## config.mk

```make
export PLATFORM = sky130hd
export DESIGN_NAME = grid_agent_local_step
export DESIGN_NICKNAME = d
export VERILOG_FILES = /design/src/gals_pkg.sv /design/src/grid_agent_local_step.sv /design/src/gals_front.sv /design/src/gals_queue.sv /design/src/gals_back.sv
export SDC_FILE = /design/constraint.sdc
export NUM_CORES = 1
export LEC_CHECK = 0
export BUFFER_PORTS_ARGS = -buffer_cell sky130_fd_sc_hd__buf_2
export CAP_MARGIN = 20
export CELL_PAD_IN_SITES_DETAIL_PLACEMENT = 1
export CELL_PAD_IN_SITES_GLOBAL_PLACEMENT = 2
export CORE_ASPECT_RATIO = 1.25
export CORE_MARGIN = 1.5
export CORE_UTILIZATION = 30
export DETAILED_ROUTE_END_ITERATION = 12
export GPL_ROUTABILITY_DRIVEN = 0
export GPL_TIMING_DRIVEN = 1
export PLACE_DENSITY = 0.74
export SLEW_MARGIN = 30
export SYNTH_ARGS = -nofsm -noshare
export SYNTH_HDL_FRONTEND = slang
export SYNTH_HIERARCHICAL = 1
export SYNTH_SLANG_ARGS = --single-unit
```

## constraint.sdc

```tcl
create_clock -name clk -period 31 [get_ports clk]
set_clock_uncertainty 0.05 [all_clocks]
set_input_delay 1.55 -clock clk [delete_from_list [all_inputs] [get_ports clk]]
set_output_delay 1.55 -clock clk [all_outputs]
set_load 0.01 [all_outputs]
```

## src/gals_pkg.sv

```systemverilog
// Shared types, codes and constants for the grid agent local step block.
// Used by every module under src; has no dependencies of its own.
package gals_pkg;

    localparam int COORD_WIDTH_DEF = 16;
    localparam int OUT_COORD_W     = 16;
    localparam int VIEW_SIDE       = 5;
    localparam int CELL_BITS       = 2;
    localparam int VIEW_CELLS      = VIEW_SIDE * VIEW_SIDE;
    localparam int VIEW_W          = VIEW_CELLS * CELL_BITS;
    localparam int NUM_OFFSETS     = 9;
    localparam int CFG_INDEX_W     = 3;
    localparam int CFG_DATA_W      = 16;
    localparam int PERIOD_W        = 8;
    localparam int QUEUE_DEPTH     = 2;

    localparam logic KIND_MOVE = 1'b0;
    localparam logic KIND_TICK = 1'b1;

    localparam logic [CELL_BITS-1:0] CELL_FREE  = 2'd0;
    localparam logic [CELL_BITS-1:0] CELL_AGENT = 2'd1;

    typedef enum logic [CFG_INDEX_W-1:0] {
        CFG_DEST_X  = 3'd0,
        CFG_DEST_Y  = 3'd1,
        CFG_START_X = 3'd2,
        CFG_START_Y = 3'd3,
        CFG_PERIOD  = 3'd4
    } cfg_index_t;

    typedef enum logic [1:0] {
        RULE_NONE   = 2'd0,
        RULE_DIRECT = 2'd1,
        RULE_DETOUR = 2'd2
    } move_rule_t;

    typedef struct packed {
        logic              kind;
        logic [VIEW_W-1:0] view;
    } in_item_t;

    typedef struct packed {
        logic signed [OUT_COORD_W-1:0] pos_x;
        logic signed [OUT_COORD_W-1:0] pos_y;
        logic                          moved;
        logic [1:0]                    move_rule;
        logic                          priority_northwest;
    } out_item_t;

    // Classified item: which of the nine offsets are allowed under either priority half.
    typedef struct packed {
        logic                   kind;
        logic [NUM_OFFSETS-1:0] allowed_nw;
        logic [NUM_OFFSETS-1:0] allowed_se;
    } queue_entry_t;

    typedef struct packed {
        logic                   valid;
        logic [CFG_INDEX_W-1:0] index;
        logic [CFG_DATA_W-1:0]  data;
    } cfg_write_t;

endpackage

```

## src/grid_agent_local_step.sv

```systemverilog
// Top level of the grid agent local step block: front classifier, queue, back end.
// Depends on gals_pkg, gals_front, gals_queue and gals_back.
//
//   Channel  Signals                             Direction  Moves per transaction
//   item     item_valid, item_stall, item        in         kind and 5x5 view
//   result   result_valid, result_stall, result  out        position, moved, rule, priority
//   cfg      cfg_valid, cfg_ready, index/data    in         one register write
//
// One item per cycle sustained when neither result_stall nor a remainder pass holds the
// back end; a result is registered in the cycle after its item leaves the queue, so an
// accepted item passes through a queue entry and then the result register.
// A write to the period register starts a remainder pass over the tick counter;
// the back end executes no queued item during it, while items keep filling the queue.
// rst_n is asynchronous and active low; position, destination and counter clear,
// the period returns to 2 and the north-west half has priority.
// result_stall holds the result register; the two-entry queue then fills and
// item_stall rises only when both entries are taken.
module grid_agent_local_step
#(
    parameter int COORD_WIDTH = gals_pkg::COORD_WIDTH_DEF
)
(
    input  logic                                clk,
    input  logic                                rst_n,
    input  logic                                item_valid,
    output logic                                item_stall,
    input  gals_pkg::in_item_t                  item,
    output logic                                result_valid,
    input  logic                                result_stall,
    output gals_pkg::out_item_t                 result,
    input  logic                                cfg_valid,
    output logic                                cfg_ready,
    input  logic [gals_pkg::CFG_INDEX_W-1:0]    cfg_index,
    input  logic [gals_pkg::CFG_DATA_W-1:0]     cfg_data
);

    gals_pkg::queue_entry_t front_entry;
    gals_pkg::queue_entry_t head_entry;
    gals_pkg::cfg_write_t   cfg;
    logic                   queue_full;
    logic                   head_valid;
    logic                   pop;
    logic                   push;

    // The front end is state free, so an item is classified on the cycle it arrives
    // and written straight into the queue.
    assign push       = item_valid && !queue_full;
    assign item_stall = queue_full;

    assign cfg.valid = cfg_valid;
    assign cfg.index = cfg_index;
    assign cfg.data  = cfg_data;

    gals_front u_front
    (
        .item  (item),
        .entry (front_entry)
    );

    gals_queue u_queue
    (
        .clk        (clk),
        .rst_n      (rst_n),
        .push       (push),
        .push_entry (front_entry),
        .full       (queue_full),
        .pop        (pop),
        .head_valid (head_valid),
        .head_entry (head_entry)
    );

    gals_back
    #(
        .COORD_WIDTH (COORD_WIDTH)
    )
    u_back
    (
        .clk          (clk),
        .rst_n        (rst_n),
        .head_valid   (head_valid),
        .head_entry   (head_entry),
        .pop          (pop),
        .cfg          (cfg),
        .cfg_ready    (cfg_ready),
        .result_valid (result_valid),
        .result_stall (result_stall),
        .result       (result)
    );

endmodule

```

## src/gals_front.sv

```systemverilog
// Front end: classifies one incoming item into per-offset step permissions.
// Depends on gals_pkg for the item and queue entry types.
module gals_front
(
    input  gals_pkg::in_item_t     item,
    output gals_pkg::queue_entry_t entry
);

    // Cells whose row or column lies within one of the target cell.
    function automatic logic [gals_pkg::VIEW_CELLS-1:0] cross_mask(input int tr, input int tc);
        logic [gals_pkg::VIEW_CELLS-1:0] m;
        int dr;
        int dc;
        m = '0;
        for (int r = 0; r < gals_pkg::VIEW_SIDE; r++)
        begin
            for (int c = 0; c < gals_pkg::VIEW_SIDE; c++)
            begin
                dr = (r > tr) ? r - tr : tr - r;
                dc = (c > tc) ? c - tc : tc - c;
                m[r * gals_pkg::VIEW_SIDE + c] = (dr <= 1) || (dc <= 1);
            end
        end
        return m;
    endfunction

    // North-west half: rows 0..1 and the two cells left of center. South-east mirrors it.
    function automatic logic [gals_pkg::VIEW_CELLS-1:0] half_mask(input logic northwest);
        logic [gals_pkg::VIEW_CELLS-1:0] m;
        m = '0;
        for (int r = 0; r < gals_pkg::VIEW_SIDE; r++)
        begin
            for (int c = 0; c < gals_pkg::VIEW_SIDE; c++)
            begin
                if (northwest)
                begin
                    m[r * gals_pkg::VIEW_SIDE + c] = (r < 2) || ((r == 2) && (c < 2));
                end
                else
                begin
                    m[r * gals_pkg::VIEW_SIDE + c] = (r > 2) || ((r == 2) && (c > 2));
                end
            end
        end
        return m;
    endfunction

    localparam logic [gals_pkg::VIEW_CELLS-1:0] NW_MASK = half_mask(1'b1);
    localparam logic [gals_pkg::VIEW_CELLS-1:0] SE_MASK = half_mask(1'b0);

    logic [gals_pkg::VIEW_CELLS-1:0] agent;

    always_comb
    begin
        for (int i = 0; i < gals_pkg::VIEW_CELLS; i++)
        begin
            agent[i] = (item.view[i * gals_pkg::CELL_BITS +: gals_pkg::CELL_BITS]
                        == gals_pkg::CELL_AGENT);
        end
    end

    always_comb
    begin
        logic                            free;
        logic [gals_pkg::VIEW_CELLS-1:0] near;
        entry.kind = item.kind;
        for (int a = 0; a < 3; a++)
        begin
            for (int b = 0; b < 3; b++)
            begin
                free = (item.view[((a + 1) * gals_pkg::VIEW_SIDE + (b + 1))
                                  * gals_pkg::CELL_BITS +: gals_pkg::CELL_BITS]
                        == gals_pkg::CELL_FREE);
                near = agent & cross_mask(a + 1, b + 1);
                entry.allowed_nw[a * 3 + b] = free && !(|(near & NW_MASK));
                entry.allowed_se[a * 3 + b] = free && !(|(near & SE_MASK));
            end
        end
    end

endmodule

```

## src/gals_queue.sv

```systemverilog
// Short FIFO between the front end and the back end of the agent block.
// Depends on gals_pkg for the queue entry type and depth.
module gals_queue
(
    input  logic                   clk,
    input  logic                   rst_n,
    input  logic                   push,
    input  gals_pkg::queue_entry_t push_entry,
    output logic                   full,
    input  logic                   pop,
    output logic                   head_valid,
    output gals_pkg::queue_entry_t head_entry
);

    localparam int DEPTH = gals_pkg::QUEUE_DEPTH;
    localparam int PTR_W = (DEPTH > 1) ? $clog2(DEPTH) : 1;
    localparam int CNT_W = $clog2(DEPTH + 1);

    gals_pkg::queue_entry_t entries_reg [DEPTH];
    logic [PTR_W-1:0] wr_ptr_reg, wr_ptr_next;
    logic [PTR_W-1:0] rd_ptr_reg, rd_ptr_next;
    logic [CNT_W-1:0] count_reg, count_next;

    assign full       = (count_reg == CNT_W'(DEPTH));
    assign head_valid = (count_reg != '0);
    assign head_entry = entries_reg[rd_ptr_reg];

    always_comb
    begin
        wr_ptr_next = wr_ptr_reg;
        rd_ptr_next = rd_ptr_reg;
        count_next  = count_reg;
        if (push)
        begin
            wr_ptr_next = (wr_ptr_reg == PTR_W'(DEPTH - 1)) ? '0 : wr_ptr_reg + 1'b1;
        end
        if (pop)
        begin
            rd_ptr_next = (rd_ptr_reg == PTR_W'(DEPTH - 1)) ? '0 : rd_ptr_reg + 1'b1;
        end
        if (push && !pop)
        begin
            count_next = count_reg + 1'b1;
        end
        else if (pop && !push)
        begin
            count_next = count_reg - 1'b1;
        end
    end

    always_ff @(posedge clk or negedge rst_n)
    begin
        if (!rst_n)
        begin
            wr_ptr_reg <= '0;
            rd_ptr_reg <= '0;
            count_reg  <= '0;
        end
        else
        begin
            wr_ptr_reg <= wr_ptr_next;
            rd_ptr_reg <= rd_ptr_next;
            count_reg  <= count_next;
        end
    end

    always_ff @(posedge clk)
    begin
        if (push)
        begin
            entries_reg[wr_ptr_reg] <= push_entry;
        end
    end

endmodule

```

## src/gals_back.sv

```systemverilog
// Back end: holds position, priority half, tick counter and configuration,
// executes classified items and registers one result per item. Depends on gals_pkg.
module gals_back
#(
    parameter int COORD_WIDTH = gals_pkg::COORD_WIDTH_DEF
)
(
    input  logic                   clk,
    input  logic                   rst_n,
    input  logic                   head_valid,
    input  gals_pkg::queue_entry_t head_entry,
    output logic                   pop,
    input  gals_pkg::cfg_write_t   cfg,
    output logic                   cfg_ready,
    output logic                   result_valid,
    input  logic                   result_stall,
    output gals_pkg::out_item_t    result
);

    localparam int CW        = COORD_WIDTH;
    localparam int DW        = ((CW > gals_pkg::CFG_DATA_W) ? CW : gals_pkg::CFG_DATA_W) + 2;
    localparam int PW        = gals_pkg::PERIOD_W;
    localparam int RED_CNT_W = $clog2(PW + 1);

    logic signed [CW-1:0] pos_x_reg, pos_x_next;
    logic signed [CW-1:0] pos_y_reg, pos_y_next;
    logic signed [gals_pkg::CFG_DATA_W-1:0] dest_x_reg, dest_x_next;
    logic signed [gals_pkg::CFG_DATA_W-1:0] dest_y_reg, dest_y_next;
    logic [PW-1:0] period_reg, period_next;
    logic [PW-1:0] tick_count_reg, tick_count_next;
    logic          nw_reg, nw_next;
    logic [PW-1:0] red_bits_reg, red_bits_next;
    logic [PW-1:0] red_rem_reg, red_rem_next;
    logic [RED_CNT_W-1:0] red_left_reg, red_left_next;
    gals_pkg::out_item_t result_reg, result_next;
    logic                result_valid_reg, result_valid_next;

    logic          red_busy;
    logic [PW-1:0] pe;

    logic signed [DW-1:0] dx, dy, adx, ady;
    logic signed [DW:0]   sum_pp, sum_pm;
    logic [gals_pkg::NUM_OFFSETS-1:0] allowed, gain;
    logic [3:0] k_dir, k_det, k_sel;
    logic       detour_found, direct_ok;
    gals_pkg::move_rule_t rule;
    logic [1:0] a_code, b_code;

    // Offset index k = 3*(a+1) + (b+1): returns the row step code (0: -1, 1: 0, 2: +1).
    function automatic logic [1:0] row_code(input logic [3:0] k);
        unique case (k)
            4'd0, 4'd1, 4'd2: return 2'd0;
            4'd3, 4'd4, 4'd5: return 2'd1;
            4'd6, 4'd7, 4'd8: return 2'd2;
            default:          return 2'd1;
        endcase
    endfunction

    function automatic logic [1:0] col_code(input logic [3:0] k);
        unique case (k)
            4'd0, 4'd3, 4'd6: return 2'd0;
            4'd1, 4'd4, 4'd7: return 2'd1;
            4'd2, 4'd5, 4'd8: return 2'd2;
            default:          return 2'd1;
        endcase
    endfunction

    function automatic logic [CW-1:0] step_of(input logic [1:0] code);
        return {{(CW - 1){code == 2'd0}}, code != 2'd1};
    endfunction

    assign red_busy  = (red_left_reg != '0);
    assign pe        = (period_reg == '0) ? PW'(1) : period_reg;
    assign cfg_ready = 1'b1;
    assign pop       = head_valid && !red_busy && (!result_valid_reg || !result_stall);

    assign dx     = DW'(dest_x_reg) - DW'(pos_x_reg);
    assign dy     = DW'(dest_y_reg) - DW'(pos_y_reg);
    assign adx    = dx[DW-1] ? -dx : dx;
    assign ady    = dy[DW-1] ? -dy : dy;
    assign sum_pp = (DW + 1)'(dx) + (DW + 1)'(dy);
    assign sum_pm = (DW + 1)'(dx) - (DW + 1)'(dy);

    assign allowed = nw_reg ? head_entry.allowed_nw : head_entry.allowed_se;

    // Direct step: larger axis, or diagonal on a tie.
    always_comb
    begin
        logic [1:0] ra;
        logic [1:0] rb;
        ra = (adx < ady) ? 2'd1 : ((dx > 0) ? 2'd2 : 2'd0);
        rb = (adx > ady) ? 2'd1 : ((dy > 0) ? 2'd2 : 2'd0);
        k_dir = 4'(ra) * 4'd3 + 4'(rb);
    end

    assign direct_ok = allowed[k_dir];

    // Offsets that strictly lower the squared distance. A diagonal gains when
    // the dot product with the distance vector reaches two.
    always_comb
    begin
        gain[0] = sum_pp < -1;
        gain[1] = dx < 0;
        gain[2] = sum_pm < -1;
        gain[3] = dy < 0;
        gain[4] = 1'b0;
        gain[5] = dy > 0;
        gain[6] = sum_pm > 1;
        gain[7] = dx > 0;
        gain[8] = sum_pp > 1;
    end

    always_comb
    begin
        detour_found = 1'b0;
        k_det        = '0;
        for (int i = 0; i < gals_pkg::NUM_OFFSETS; i++)
        begin
            if (!detour_found && gain[i] && allowed[i])
            begin
                detour_found = 1'b1;
                k_det        = 4'(i);
            end
        end
    end

    always_comb
    begin
        if (direct_ok)
        begin
            rule  = gals_pkg::RULE_DIRECT;
            k_sel = k_dir;
        end
        else if (detour_found)
        begin
            rule  = gals_pkg::RULE_DETOUR;
            k_sel = k_det;
        end
        else
        begin
            rule  = gals_pkg::RULE_NONE;
            k_sel = 4'd4;
        end
        a_code = row_code(k_sel);
        b_code = col_code(k_sel);
    end

    always_comb
    begin
        logic [PW:0]   trial;
        logic [DW-1:0] ext_x;
        logic [DW-1:0] ext_y;
        logic [DW-1:0] ext_cfg;
        pos_x_next        = pos_x_reg;
        pos_y_next        = pos_y_reg;
        dest_x_next       = dest_x_reg;
        dest_y_next       = dest_y_reg;
        period_next       = period_reg;
        tick_count_next   = tick_count_reg;
        nw_next           = nw_reg;
        red_bits_next     = red_bits_reg;
        red_rem_next      = red_rem_reg;
        red_left_next     = red_left_reg;
        result_next       = result_reg;
        result_valid_next = result_valid_reg && result_stall;
        trial             = '0;

        if (pop)
        begin
            result_next.moved     = 1'b0;
            result_next.move_rule = gals_pkg::RULE_NONE;
            if (head_entry.kind == gals_pkg::KIND_TICK)
            begin
                if (tick_count_reg == pe - 1'b1)
                begin
                    tick_count_next = '0;
                    nw_next         = !nw_reg;
                end
                else
                begin
                    tick_count_next = tick_count_reg + 1'b1;
                end
            end
            else if (rule != gals_pkg::RULE_NONE)
            begin
                pos_x_next            = pos_x_reg + step_of(a_code);
                pos_y_next            = pos_y_reg + step_of(b_code);
                result_next.moved     = 1'b1;
                result_next.move_rule = rule;
            end
            result_valid_next = 1'b1;
        end

        ext_x = {{(DW - CW){pos_x_next[CW-1]}}, pos_x_next};
        ext_y = {{(DW - CW){pos_y_next[CW-1]}}, pos_y_next};
        if (pop)
        begin
            result_next.pos_x              = ext_x[gals_pkg::OUT_COORD_W-1:0];
            result_next.pos_y              = ext_y[gals_pkg::OUT_COORD_W-1:0];
            result_next.priority_northwest = nw_next;
        end

        // Restoring remainder pass, one bit a cycle, after a period write.
        if (red_busy)
        begin
            trial = {red_rem_reg, red_bits_reg[PW-1]};
            if (trial >= {1'b0, pe})
            begin
                trial = trial - {1'b0, pe};
            end
            red_rem_next  = trial[PW-1:0];
            red_bits_next = red_bits_reg << 1;
            red_left_next = red_left_reg - 1'b1;
            if (red_left_reg == RED_CNT_W'(1))
            begin
                tick_count_next = trial[PW-1:0];
            end
        end

        ext_cfg = {{(DW - gals_pkg::CFG_DATA_W){cfg.data[gals_pkg::CFG_DATA_W-1]}}, cfg.data};
        if (cfg.valid)
        begin
            unique case (gals_pkg::cfg_index_t'(cfg.index))
                gals_pkg::CFG_DEST_X:  dest_x_next = cfg.data;
                gals_pkg::CFG_DEST_Y:  dest_y_next = cfg.data;
                gals_pkg::CFG_START_X: pos_x_next  = ext_cfg[CW-1:0];
                gals_pkg::CFG_START_Y: pos_y_next  = ext_cfg[CW-1:0];
                gals_pkg::CFG_PERIOD:
                begin
                    period_next   = cfg.data[PW-1:0];
                    red_bits_next = tick_count_reg;
                    red_rem_next  = '0;
                    red_left_next = RED_CNT_W'(PW);
                end
                default: ;
            endcase
        end
    end

    always_ff @(posedge clk or negedge rst_n)
    begin
        if (!rst_n)
        begin
            pos_x_reg        <= '0;
            pos_y_reg        <= '0;
            dest_x_reg       <= '0;
            dest_y_reg       <= '0;
            period_reg       <= PW'(2);
            tick_count_reg   <= '0;
            nw_reg           <= 1'b1;
            red_left_reg     <= '0;
            result_valid_reg <= 1'b0;
        end
        else
        begin
            pos_x_reg        <= pos_x_next;
            pos_y_reg        <= pos_y_next;
            dest_x_reg       <= dest_x_next;
            dest_y_reg       <= dest_y_next;
            period_reg       <= period_next;
            tick_count_reg   <= tick_count_next;
            nw_reg           <= nw_next;
            red_left_reg     <= red_left_next;
            result_valid_reg <= result_valid_next;
        end
    end

    always_ff @(posedge clk)
    begin
        red_bits_reg <= red_bits_next;
        red_rem_reg  <= red_rem_next;
        result_reg   <= result_next;
    end

    assign result_valid = result_valid_reg;
    assign result       = result_reg;

    // Outside a remainder pass the counter always lies below the effective period.
    a_count_in_range: assert property (@(posedge clk) disable iff (!rst_n)
        !red_busy |-> (tick_count_reg < pe))
        else $error("tick counter at or above period");

    // A tick is never executed while the counter is being reduced.
    a_no_tick_in_pass: assert property (@(posedge clk) disable iff (!rst_n)
        (head_valid && head_entry.kind == gals_pkg::KIND_TICK && red_busy) |-> !pop)
        else $error("tick executed during remainder pass");

    // A taken step really changes the position; a refused step or a tick leaves it alone and still gives a result.
    a_step_moves: assert property (@(posedge clk) disable iff (!rst_n)
        (pop && !cfg.valid && head_entry.kind == gals_pkg::KIND_MOVE
         && rule != gals_pkg::RULE_NONE)
        |=> ((pos_x_reg != $past(pos_x_reg)) || (pos_y_reg != $past(pos_y_reg))))
        else $error("step taken without position change");

    a_hold_still: assert property (@(posedge clk) disable iff (!rst_n)
        (pop && !cfg.valid && (head_entry.kind == gals_pkg::KIND_TICK
         || rule == gals_pkg::RULE_NONE))
        |=> ($stable(pos_x_reg) && $stable(pos_y_reg) && result_valid_reg))
        else $error("position changed without a step");

endmodule
```

* After elaboration in Yosys (flattened, before gate mapping) *
Memory sizes are Yosys's and may differ from the RTL's.
Cells that the tools add are included.

cells by class
  reductions and logical operators = 103
  equal/unequal tests = 33
  $add $sub $neg = 17
  mux-type cells = 65
  multiply operators = 1
  bitwise operators = 1
  $lt $le $gt $ge = 12

operators with widths
  kind                   count
  $mux W16               10
  $mux W8                13
  $reduce_or A10 Y1      6
  $eq A2 B1 Y1 const B   24
  $reduce_or A8 Y1       6
  $logic_and A1 B1 Y1    39
  $gt A19 B2 Y1 const B  2
  $lt A19 B1 Y1 const B  2
  $mux W18               2
  $neg A17 Y18           2
  $gt A17 B1 Y1 const B  2
  $lt A17 B1 Y1 const B  2
  $sub A16 B16 Y17       2
  $add A16 B16 Y16       2
  $logic_not A1 Y1       28
  $mux W4                6
  $reduce_or A12 Y1      2
  $logic_not A2 Y1       11
  $mux W2                10
  $add A17 B17 Y18       1
  $gt A18 B18 Y1         1
  $lt A18 B18 Y1         1
  $mux W1                18
  $sub A17 B17 Y18       1
  other kinds (29)       39

storage, ports and cells
  RAM bits = 38
  memories = 3
  bits in registers = 142
  memory bits (read-only) = 64
  output and inout bits = 39

memory list
  memory               depth  bits a word  rd ports  clocked after memory_dff  wr ports  RTL line          text
  u_queue.entries_reg  2      19           1         0                         1         gals_queue.sv:19  gals_pkg::queue_entry_t entries_reg [DEPTH];
  (name not given)     16     2            1         0                         0         gals_back.sv:51   unique case (k)
  (name not given)     16     2            1         0                         0         gals_back.sv:60   unique case (k)

* Logic depth before layout (Yosys ltp) *
Gate-level depths: netlist of the first run.
An unclocked memory read counts as a cell.

  word-level depth = 43
  depth in mapped cells = 54
  depth with buffers taken out = 53

* Hierarchy *
Netlist of the first run, hierarchy kept.

by module, submodules not included
  module                 times used  area each (um^2)  cells an instance  seq. area each (um^2)
  gals_back              1           13191.4           1532               3555.9
  gals_queue             1           1640.3            75                 1241.2
  gals_front             1           395.4             67                 0.0
  grid_agent_local_step  1           13.8              1                  0.0

* Worst setup path before layout of the first run *
No wires, ideal clock.

  kind = register to register
  start point = register u_back.pos_x_reg[0]
  end point = register u_back.pos_y_reg[14]
  library setup time = 125 ps
  data arrival time = 10181 ps
  data required time = 30825 ps
  clock period less this slack = 10355 ps
  stages on the path, launching flop included = 49
  path buffers = 1
  setup slack = 20645 ps
  path through = dfrtp_1 -> ha_1 -> fa_1 -> nor2b_1 -> o31a_1 -> or4b_2 -> nand3_1 -> or2_2 -> or3_1 -> or4_1 -> nor3_1 -> nor2_1 -> xor2_1 -> ha_1 -> and2_1 -> a221o_1 -> a221oi_1 -> a21oi_1 -> (+13 left out) -> o311a_1 -> ha_1 -> inv_1 -> fa_1 -> nor2b_1 -> o21ai_0 -> a21boi_0 -> o21ai_0 -> a21boi_0 -> o21ai_0 -> a21boi_0 -> o21ai_0 -> a21boi_0 -> o21a_1 -> o2111ai_1 -> o211ai_1 -> mux2_1 -> mux2_2

between the ends
  cells in the longest elaborated chain, start to end = 43

RTL lines
  element                                           RTL line          text
  start: declaration                                gals_back.sv:25   logic signed [CW-1:0] pos_x_reg, pos_x_next;
  start signal: assignment                          gals_back.sv:256  pos_x_reg <= pos_x_next;
  $sub A16 B16 Y17 *                                gals_back.sv:77   assign dx = DW'(dest_x_reg) - DW'(pos_x_reg);
  $add A17 B17 Y18                                  gals_back.sv:81   assign sum_pp = (DW + 1)'(dx) + (DW + 1)'(dy);
  $lt A19 B1 Y1                                     gals_back.sv:102  gain[0] = sum_pp < -1;
  $logic_and A1 B1 Y1                               gals_back.sv:119  if (!detour_found && gain[i] && allowed[i])
  $mux W1                                           gals_back.sv:119
  $logic_not A1 Y1                                  gals_back.sv:119
  $logic_and A1 B1 Y1 (2 in a row)                  gals_back.sv:119
  $mux W1                                           gals_back.sv:119
  (+27 left out)                                    -
  $ne A2 B1 Y1 or $logic_not A2 Y1 (tied branches)  gals_back.sv:69   return {{(CW - 1){code == 2'd0}}, code != 2'd1};
  $add A16 B16 Y16                                  gals_back.sv:187  pos_y_next = pos_y_reg + step_of(b_code);
  $mux W16 *                                        gals_back.sv:184  else if (rule != gals_pkg::RULE_NONE)
  $mux W16 *                                        gals_back.sv:172  if (head_entry.kind == gals_pkg::KIND_TICK)
  $mux W16 *                                        gals_back.sv:168  if (pop)
  $mux W16                                          gals_back.sv:223  unique case (gals_pkg::cfg_index_t'(cfg.index))
  $mux W16 *                                        gals_back.sv:221  if (cfg.valid)
  via u_back.pos_y_next[14]                         gals_back.sv:26   logic signed [CW-1:0] pos_y_reg, pos_y_next;
  end signal: assignment                            gals_back.sv:257  pos_y_reg <= pos_y_next;
  end: declaration                                  gals_back.sv:26

Mark *: on every way through the listed nets, which the timed path passes. The rest lies on a longest branch. The select of a mux whose other input is x is not followed.
A chain may end at the register's enable or synchronous reset.

* Worst setup path in the final report of the first run *
  start point = register u_back.pos_y_reg[2]
  end point = register u_back.pos_x_reg[15]

between the ends
  cells in the longest elaborated chain, start to end = 43

RTL lines
  element                                           RTL line          text
  $sub A16 B16 Y17 *                                gals_back.sv:78   assign dy = DW'(dest_y_reg) - DW'(pos_y_reg);
  $add A17 B17 Y18                                  gals_back.sv:81
  $lt A19 B1 Y1                                     gals_back.sv:102
  $logic_and A1 B1 Y1                               gals_back.sv:119
  $mux W1                                           gals_back.sv:119
  $logic_not A1 Y1                                  gals_back.sv:119
  $logic_and A1 B1 Y1 (2 in a row)                  gals_back.sv:119
  $mux W1                                           gals_back.sv:119
  (+27 left out)                                    -
  $ne A2 B1 Y1 or $logic_not A2 Y1 (tied branches)  gals_back.sv:69
  $add A16 B16 Y16                                  gals_back.sv:186  pos_x_next = pos_x_reg + step_of(a_code);
  $mux W16 *                                        gals_back.sv:184
  $mux W16 *                                        gals_back.sv:172
  $mux W16 *                                        gals_back.sv:168
  $mux W16                                          gals_back.sv:223
  $mux W16 *                                        gals_back.sv:221
  via u_back.pos_x_next[15]                         gals_back.sv:25

Marked as above.

==> run metrics, run 1 <==
Worst R2R End u_back/pos_x_reg[15]; CTS tree built; routed vias/inst between 5 and 6; 1st-pass router iterations 4; synthesis-to-finish area growth 12.25%; maximum operating frequency about 0.080 GHz; syn_area_per_cell slightly above 9 sq um; Post-Layout Cell Count 2437; flops & latches, synth 180; first-pass GRT wire length between 70000 and 80000 um; Syn Std Cell Area about 15000 sq um; diode count 0; Post-DP HPWL 38410 um; Routed Antenna Nets 0; critical path's largest stage delay approximately 0.77 ns; Tmin final approximately 12 ns; final worst path period share between 40% and 50%; FP Rows 92; antenna violations before repair 0; Slowest cell on crit path nor4_2; largest net degree at the start of global routing a little under 70; Initial Utilization just over 30%; crit path max fanout 14; number of global-route vias before repair around 13000; CP endpoint kind register; hold buffers post-CTS 0; Die Width 204.6 um; Hold Startpoint u_back/red_bits_reg[0]; Async SR Flop Fraction between 50% and 60%; Worst-path clk slew about 0.080 ns; Reg-to-Reg Start u_back/pos_y_reg[2]; detailed-route wire length 47960 um; critical path's most frequent cell ha_1; CTS Buffer Depth 2; most frequent cells in the layout nor2_1, ha_1, inv_1; yosys warns 6; setup TNS 0 ns; hold depth 2; crit start category register; Global Route Usage Sum a little under a fifth; Max-Cap Viols 0; Die H approximately 260 um; CTS root buffer clkbuf_16; crit path kind reg -> reg; clk sink count 180; TritonCTS buffer count 17; Primary FF master, synth dfrtp_1; share of cells above drive strength 1 between 10% and 20%; IO Count about 110; H-tree levels 4; total global routing overflow 0; CP arrival approximately 13 ns; Via Count 12859; synthesized netlist cell count around 1700; R2R setup slack between 15 and 20 ns; Final Hold Viols 0; RSZ-0062 raised after global routing false; CTS resizes 0; Worst-Skew Late Latency about 0.45 ns; final slew viol count 0; synth unique cells 108; CORE AREA slightly above 50000 sq um; Setup Viol. Count Final 0; Hold Path Class reg -> reg; DRC 0; die area between 50000 and 60000 sq um; status finished, final reports clean; fillers just under 6000; IO buf count between 100 and 150; Final Cell Area 17110 sq um; DR iter-0 viols around 480; sequential fraction of the synthesis area 31.48%; dpl cell area between 15000 and 20000 sq um; dpl cells 2404; Post-synth EDFFs 74; Final #Nets 1984; Routed WL per cell 19.68 um; most common cell after layout, fill and taps aside nor2_1; slew of the pin with the lowest slew margin ~0.89 ns; Worst Hold End u_back/red_bits_reg[0]; Slew headroom 40.18%; Critical Path RT between 30 and 40 ns; post-CTS setup buffers 0; R2R depth between 40 and 50; max FFs per register 38
## through the flow
stage | util [%] | worst slack, ns | hold slack (ns)
floorplan | - | 20.64 | 0.3856
global placement | 32.72 | 18.99 | 0.4016
detailed placement | 32.78 | 18.61 | 0.4106
CTS | 33.97 | 18.53 | 0.4188
global route | 34.01 | 17.70 | 0.4615
finish | 34.01 | 18.54 | 0.4185
## cells by family after synthesis
family / synth area share [%]
adder cells (fa/ha/maj): 12.13
AO/OA/AOI/OAI: 18.84
flip-flops: 31.48
AND/OR/NAND/NOR: 17.78
multiplexers: 8.866
buffers and inverters: 4.868
XOR/XNOR: 5.985
other: 0.04928
## final cells by class
cell class	count	area, sq um	area share, %
clock inverters	13	147.6	0.8630
well taps	658	823.3	4.812
clock buffers	19	454.2	2.655
flip-flops and latches	180	4797	28.04
multi-input cells	1313	9742	56.94
repair buffers	121	639.4	3.737
inverters	133	504.2	2.947
## layer usage
layer  share of wire [%]  routed length (um)  vias up  GRT usage, %
li1                    -                   -     6286             -
met1                  45               21570     6406         22.94
met2                  51               24530      116         33.33
met3                 1.1                 542       51         1.821
met4                 2.7                1313        0         6.239
met5                   0                   0        -             0
## worst max-delay path: cells and delay by family, from the launching register on
family	cells	cell delay (ns)
DFF	1	0.35
muxes	2	0.74
xor gates and xnor gates	3	0.54
buffers and inverters	3	0.71
adders and majority gates	6	1.89
and+or+nand+nor	13	3.20
AOI/OAI and AO/OA	19	4.82
## cells in the mapped netlist (16+ instances only)
| cell | count | area [sq um] |
|---|---|---|
| mux2_4 | 20 | 300.3 |
| o211ai_1 | 19 | 142.6 |
| xor2_1 | 27 | 236.5 |
| nand3_1 | 35 | 175.2 |
| nor4_1 | 29 | 181.4 |
| mux2_2 | 62 | 698.2 |
| inv_1 | 131 | 491.7 |
| nor2b_1 | 32 | 200.2 |
| nand2b_1 | 25 | 156.4 |
| nor2_1 | 136 | 510.5 |
| a211oi_1 | 24 | 180.2 |
| nand4_1 | 19 | 118.9 |
| o21a_1 | 24 | 180.2 |
| a21o_1 | 28 | 210.2 |
| edfxtp_1 | 74 | 2222 |
| dfxtp_1 | 16 | 320.3 |
| nor3_1 | 29 | 145.1 |
| mux2i_1 | 24 | 240.2 |
| xnor2_1 | 74 | 648.1 |
| a21oi_1 | 88 | 440.4 |
| o21ai_1 | 18 | 90.09 |
| and2_1 | 17 | 106.4 |
| ha_1 | 135 | 1689 |
| nand2_1 | 116 | 435.4 |
| o21ai_0 | 80 | 400.4 |
| clkbuf_1 | 33 | 123.9 |
| dfrtp_1 | 88 | 2202 |
## worst max path at each step
stage                     slack (ns)              endpoint                  from  cells after the start
after floorplan                20.64  u_back/pos_y_reg[14]   u_back/pos_x_reg[0]                     48
after global placement         18.99  u_back/pos_x_reg[15]   u_back/pos_y_reg[2]                     46
after detailed placement       18.61  u_back/pos_x_reg[15]  u_back/dest_y_reg[0]                     47
after CTS                      18.53  u_back/pos_x_reg[15]   u_back/pos_y_reg[2]                     46
after global routing           17.70  u_back/pos_x_reg[14]   u_back/pos_y_reg[2]                     48
final                          18.54  u_back/pos_x_reg[15]   u_back/pos_y_reg[2]                     46
Power of run 1 is left out: the tool's default activity adds up to more than one toggle a clock period on the data nets, which glitch-free logic cannot reach.
==> run 2, diff against run 1 <==
--- a/config.mk
+++ b/config.mk
@@ -15,7 +15,7 @@
 export DETAILED_ROUTE_END_ITERATION = 12
 export GPL_ROUTABILITY_DRIVEN = 0
 export GPL_TIMING_DRIVEN = 1
-export PLACE_DENSITY = 0.74
+export PLACE_DENSITY = 0.77
 export SLEW_MARGIN = 30
 export SYNTH_ARGS = -nofsm -noshare
 export SYNTH_HDL_FRONTEND = slang
==> constraint.sdc (replaced) <==
create_clock -name clk -period 11.34 [get_ports clk]
set_clock_uncertainty 0.05 [all_clocks]
set_input_delay 0.567 -clock clk [delete_from_list [all_inputs] [get_ports clk]]
set_output_delay 0.567 -clock clk [all_outputs]
set_load 0.01 [all_outputs]
==> run metrics, run 2 (same netlist as run 1, synthesis figures left out) <==
number of global-route vias before repair 13759; crit path kind reg -> reg; RSZ-0062 raised after global routing true; crit start category register; Critical Path RT 11.61 ns; share of cells above drive strength 1 a little under a fifth; CP endpoint kind register; IO buf count approximately 110; Reg-to-Reg Start u_back/pos_x_reg[0]; IO Count 114; Post-DP HPWL around 40000 um; most frequent cells in the layout nor2_1, ha_1, inv_1; Slew headroom between 30% and 40%; die area between 50000 and 60000 sq um; TritonCTS buffer count 17; Hold Path Class in -> reg; diode count 0; FP Rows 92; Final #Nets between 2000 and 2500; Worst-path clk slew about 0.07 ns; antenna violations before repair 0; CP arrival ~11 ns; Max-Cap Viols 0; CTS Buffer Depth 2; critical path's most frequent cell ha_1; Initial Utilization approximately 30%; Final WS setup around 0.6 ns; first-pass GRT wire length 76630 um; Finished Core Util 34.56%; max FFs per register 38; Crit. Startpoint u_back/pos_x_reg[0]; R2R setup slack approximately 0.60 ns; final slew viol count 0; clk sink count 180; Die Width around 200 um; Tmin final 10.74 ns; area taken by multi-input logic gates between 9000 and 10000 sq um; Worst-Skew Late Latency around 0.46 ns; Via Count ~13000; DR iter-0 viols roughly 460; Routed WL per cell between 15 and 20 um; status finished, final reports clean; Setup Viol. Count Final 0; synthesis-to-finish area growth 14.05%; maximum operating frequency 0.09308 GHz; Setup WS pre-CTS -0.06772 ns; CTS tree built; Die H 255 um; Slowest cell on crit path or4b_2; H-tree levels 4; CORE AREA about 50000 sq um; Global Route Usage Sum between 10% and 20%; DRC 0; routed vias/inst about 5.3; CTS root buffer clkbuf_16; slew of the pin with the lowest slew margin around 0.96 ns; most common cell after layout, fill and taps aside nor2_1; flip-flop and latch area roughly 4800 sq um; crit path max fanout 4; CP endpoint u_back/pos_y_reg[15]; total global routing overflow 0; detailed-route wire length 49130 um; critical path's largest stage delay 0.66 ns; R2R depth 44; largest net degree at the start of global routing 66; fillers between 5000 and 6000; 1st-pass router iterations 5; Final Hold Viols 0; final worst path period share 94.74%; Routed Antenna Nets 0; Worst R2R End u_back/pos_y_reg[15]
## run 2: changes by cell type in the layout (fill, tap and decap cells not counted), moves of 3 or more
cell      delta
buf_4       +32
a21boi_0     -3
a21boi_1     +3
a21oi_2      +3
o21ai_1      +7
o21ai_0      -7
a21oi_1      -4
inv_6        +3
## run 2: worst min path at each step
stage	slack [ns]	startpoint	to	cells past startpoint
detailed placement	0.42	u_back/red_bits_reg[0]	u_back/red_bits_reg[0]	2
global placement	0.40	u_back/red_bits_reg[0]	u_back/red_bits_reg[0]	2
finish	0.25	item[50]	u_queue/entries_reg[0][18]	1
floorplan	0.22	rst_n	u_back/dest_x_reg[0]	0
global route	0.24	item[50]	u_queue/entries_reg[0][18]	1
CTS	0.23	item[50]	u_queue/entries_reg[0][18]	1
## run 2: timing repair
| action | in CTS | in global routing |
|---|---|---|
| gates resized for setup | 1 | 28 |
| setup endpoints to repair | 4 | 22 |
| hold endpoints to repair | 25 | 0 |
| setup buffers | 0 | 4 |
| pin swaps | 1 | 7 |
| hold buffers | 1 | 0 |
## run 2: stage by stage
| stage | cell area, sq um | hold slack (ns) | TNS, ns | cells |
|---|---|---|---|---|
| finish | 17380 | 0.2515 | 0 | 2467 |
| global route | 17380 | 0.2382 | -0.1312 | 2467 |
| CTS | 17260 | 0.2269 | 0 | 2463 |
| detailed placement | 16670 | 0.4191 | -0.09589 | 2430 |
| global placement | 16660 | 0.3978 | 0 | 2430 |
| floorplan | 15250 | 0.2214 | 0 | 1677 |
## run 2: routing by layer
metal  global-route usage [%]  up-vias  routed length, um
met1                    22.70     6493              21230
met2                    35.09      167              25660
met4                    6.155        0               1201
li1                         -     6357                  -
met5                        0        -                  0
met3                    1.490       51               1037
## run 2: cell type report
cell class	count	share of cell area (%)
multi-input combinational	1313	56.52
sequential	180	27.60
timing repair buffer	151	4.938
tap	658	4.736
inverter	133	2.901
clock buffer	20	2.627
clock inverter	12	0.6694
## run 2: worst max-delay path: cells and delay by family (launching register included)
| family | cells | cell delay (ns) |
|---|---|---|
| AOI/OAI and AO/OA | 17 | 3.28 |
| xor gates and xnor gates | 1 | 0.16 |
| adders and majority gates | 7 | 2.19 |
| buffers and inverters | 2 | 0.28 |
| DFF | 1 | 0.40 |
| muxes | 1 | 0.21 |
| and+or+nand+nor | 16 | 4.03 |
Power of run 2 is left out for the same reason.
==> run 3, diff against run 2 <==
--- a/config.mk
+++ b/config.mk
@@ -12,6 +12,7 @@
 export CORE_ASPECT_RATIO = 1.25
 export CORE_MARGIN = 1.5
 export CORE_UTILIZATION = 30
+export CTS_BUF_LIST = sky130_fd_sc_hd__clkbuf_2 sky130_fd_sc_hd__clkbuf_4 sky130_fd_sc_hd__clkbuf_8
 export DETAILED_ROUTE_END_ITERATION = 12
 export GPL_ROUTABILITY_DRIVEN = 0
 export GPL_TIMING_DRIVEN = 1
==> run metrics, run 3 (same netlist as run 1, synthesis figures left out) <==
Final #Nets ~2000; clk sink count between 150 and 200; Slew headroom between 30% and 40%; Routed Antenna Nets 0; max FFs per register 38; die area ~52000 sq um; Worst-Skew Late Latency between 0.5 and 0.6 ns; synthesis-to-finish area growth 13.10%; share of cells above drive strength 1 between 10% and 20%; Post-Layout Cell Count ~2500; Critical Path RT 11.66 ns; antenna violations before repair 0; Die H approximately 260 um; dpl cells between 2000 and 2500; Worst-path clk slew around 0.10 ns; Post-DP HPWL roughly 40000 um; Tmin final ~11 ns; IO buf count around 110; setup TNS 0 ns; most frequent cells in the layout nor2_1, ha_1, inv_1; Final Hold Viols 0; maximum operating frequency roughly 0.093 GHz; slew of the pin with the lowest slew margin roughly 0.94 ns; Via Count between 10000 and 15000; Hold Slack just over 0.2 ns; largest net degree at the start of global routing 66; fillers 5914; crit start category register; CP endpoint kind register; number of global-route vias before repair roughly 14000; CORE AREA slightly above 50000 sq um; most common cell after layout, fill and taps aside nor2_1; routed vias/inst approximately 5.3; Max-Cap Viols 0; IO Count between 100 and 150; final slew viol count 0; crit path kind reg -> reg; Global Route Usage Sum 18.81%; CTS root buffer clkbuf_8; TritonCTS buffer count 17; CTS Buffer Depth 2; critical path's most frequent cell ha_1; final worst path period share 94.96%; status finished, final reports clean; DR iter-0 viols approximately 500; H-tree levels 4; Setup Viol. Count Final 0; CTS tree built; crit path max fanout 4; Finished Core Util approximately a third; detailed-route wire length 49000 um; Hold Path Class in -> reg; total global routing overflow 0; first-pass GRT wire length 76430 um; Initial Utilization ~30%; DRC 0; Die Width roughly 200 um; 1st-pass router iterations 5; Routed WL per cell 19.84 um; critical path's largest stage delay 0.66 ns; Slowest cell on crit path or4b_2; CP arrival roughly 11 ns; FP Rows slightly above 90
[run 3: cell types whose count changed in the layout (fill, tap and decap cells not counted), sizes merged]
| cell | delta |
|---|---|
| diode | +1 |
| buf | +2 |
[run 3: worst paths after layout]
kind                                         endpoint  depth (start not counted)              startpoint  slack, ns
setup reg to reg                 u_back/pos_y_reg[15]                         44     u_back/pos_x_reg[0]       0.57
hold reg to reg                u_back/red_bits_reg[0]                          2  u_back/red_bits_reg[0]       0.42
min in group asynchronous       u_back/dest_y_reg[10]                          2                   rst_n       0.47
setup / recovery                 u_back/pos_y_reg[15]                         44     u_back/pos_x_reg[0]       0.57
max in group asynchronous               u_back/nw_reg                          4                   rst_n       9.72
hold / removal             u_queue/entries_reg[0][18]                          1                item[50]       0.20
[run 3: final cells by class]
class	count	area (sq um)	area share, %
inverters	133	504.2	2.925
well taps	658	823.3	4.776
repair buffers	153	893.4	5.183
clock inverters	12	116.4	0.6750
multi-input cells	1313	9831	57.03
diodes	1	2.502	0.01452
clock buffers	20	269.0	1.561
flip-flops and latches	180	4798	27.84
[run 3: what timing repair did]
item,CTS,global route
pin swaps,1,10
setup buffers,0,5
endpoints found under the hold margin,25,0
resized for setup,1,31
setup endpoints to repair,4,22
hold buffers,1,0
[run 3: metal layers]
| metal | up-vias | GRT usage [%] | wire, um |
|---|---|---|---|
| met5 | - | 0 | 0 |
| met4 | 0 | 6.029 | 1172 |
| met3 | 46 | 1.757 | 887 |
| met2 | 147 | 34.83 | 25680 |
| met1 | 6488 | 22.69 | 21260 |
| li1 | 6345 | - | - |
[run 3: critical path: cells and delay by family (launching register included)]
kind | cells | cell delay [ns]
mux | 1 | 0.21
compound gates | 17 | 3.27
fa+ha+maj | 7 | 2.17
buf+inv | 2 | 0.28
simple gates | 16 | 4.07
xor+xnor | 1 | 0.16
flops | 1 | 0.42
[run 3: metrics by stage]
| step | setup WS, ns | area, sq um |
|---|---|---|
| after floorplan | 0.9846 | 15250 |
| after global placement | 0.2612 | 16660 |
| after detailed placement | -0.06772 | 16670 |
| after CTS | 0.04551 | 17070 |
| after global routing | -0.03705 | 17240 |
| final | 0.5715 | 17240 |
Power of run 3 is left out for the same reason.
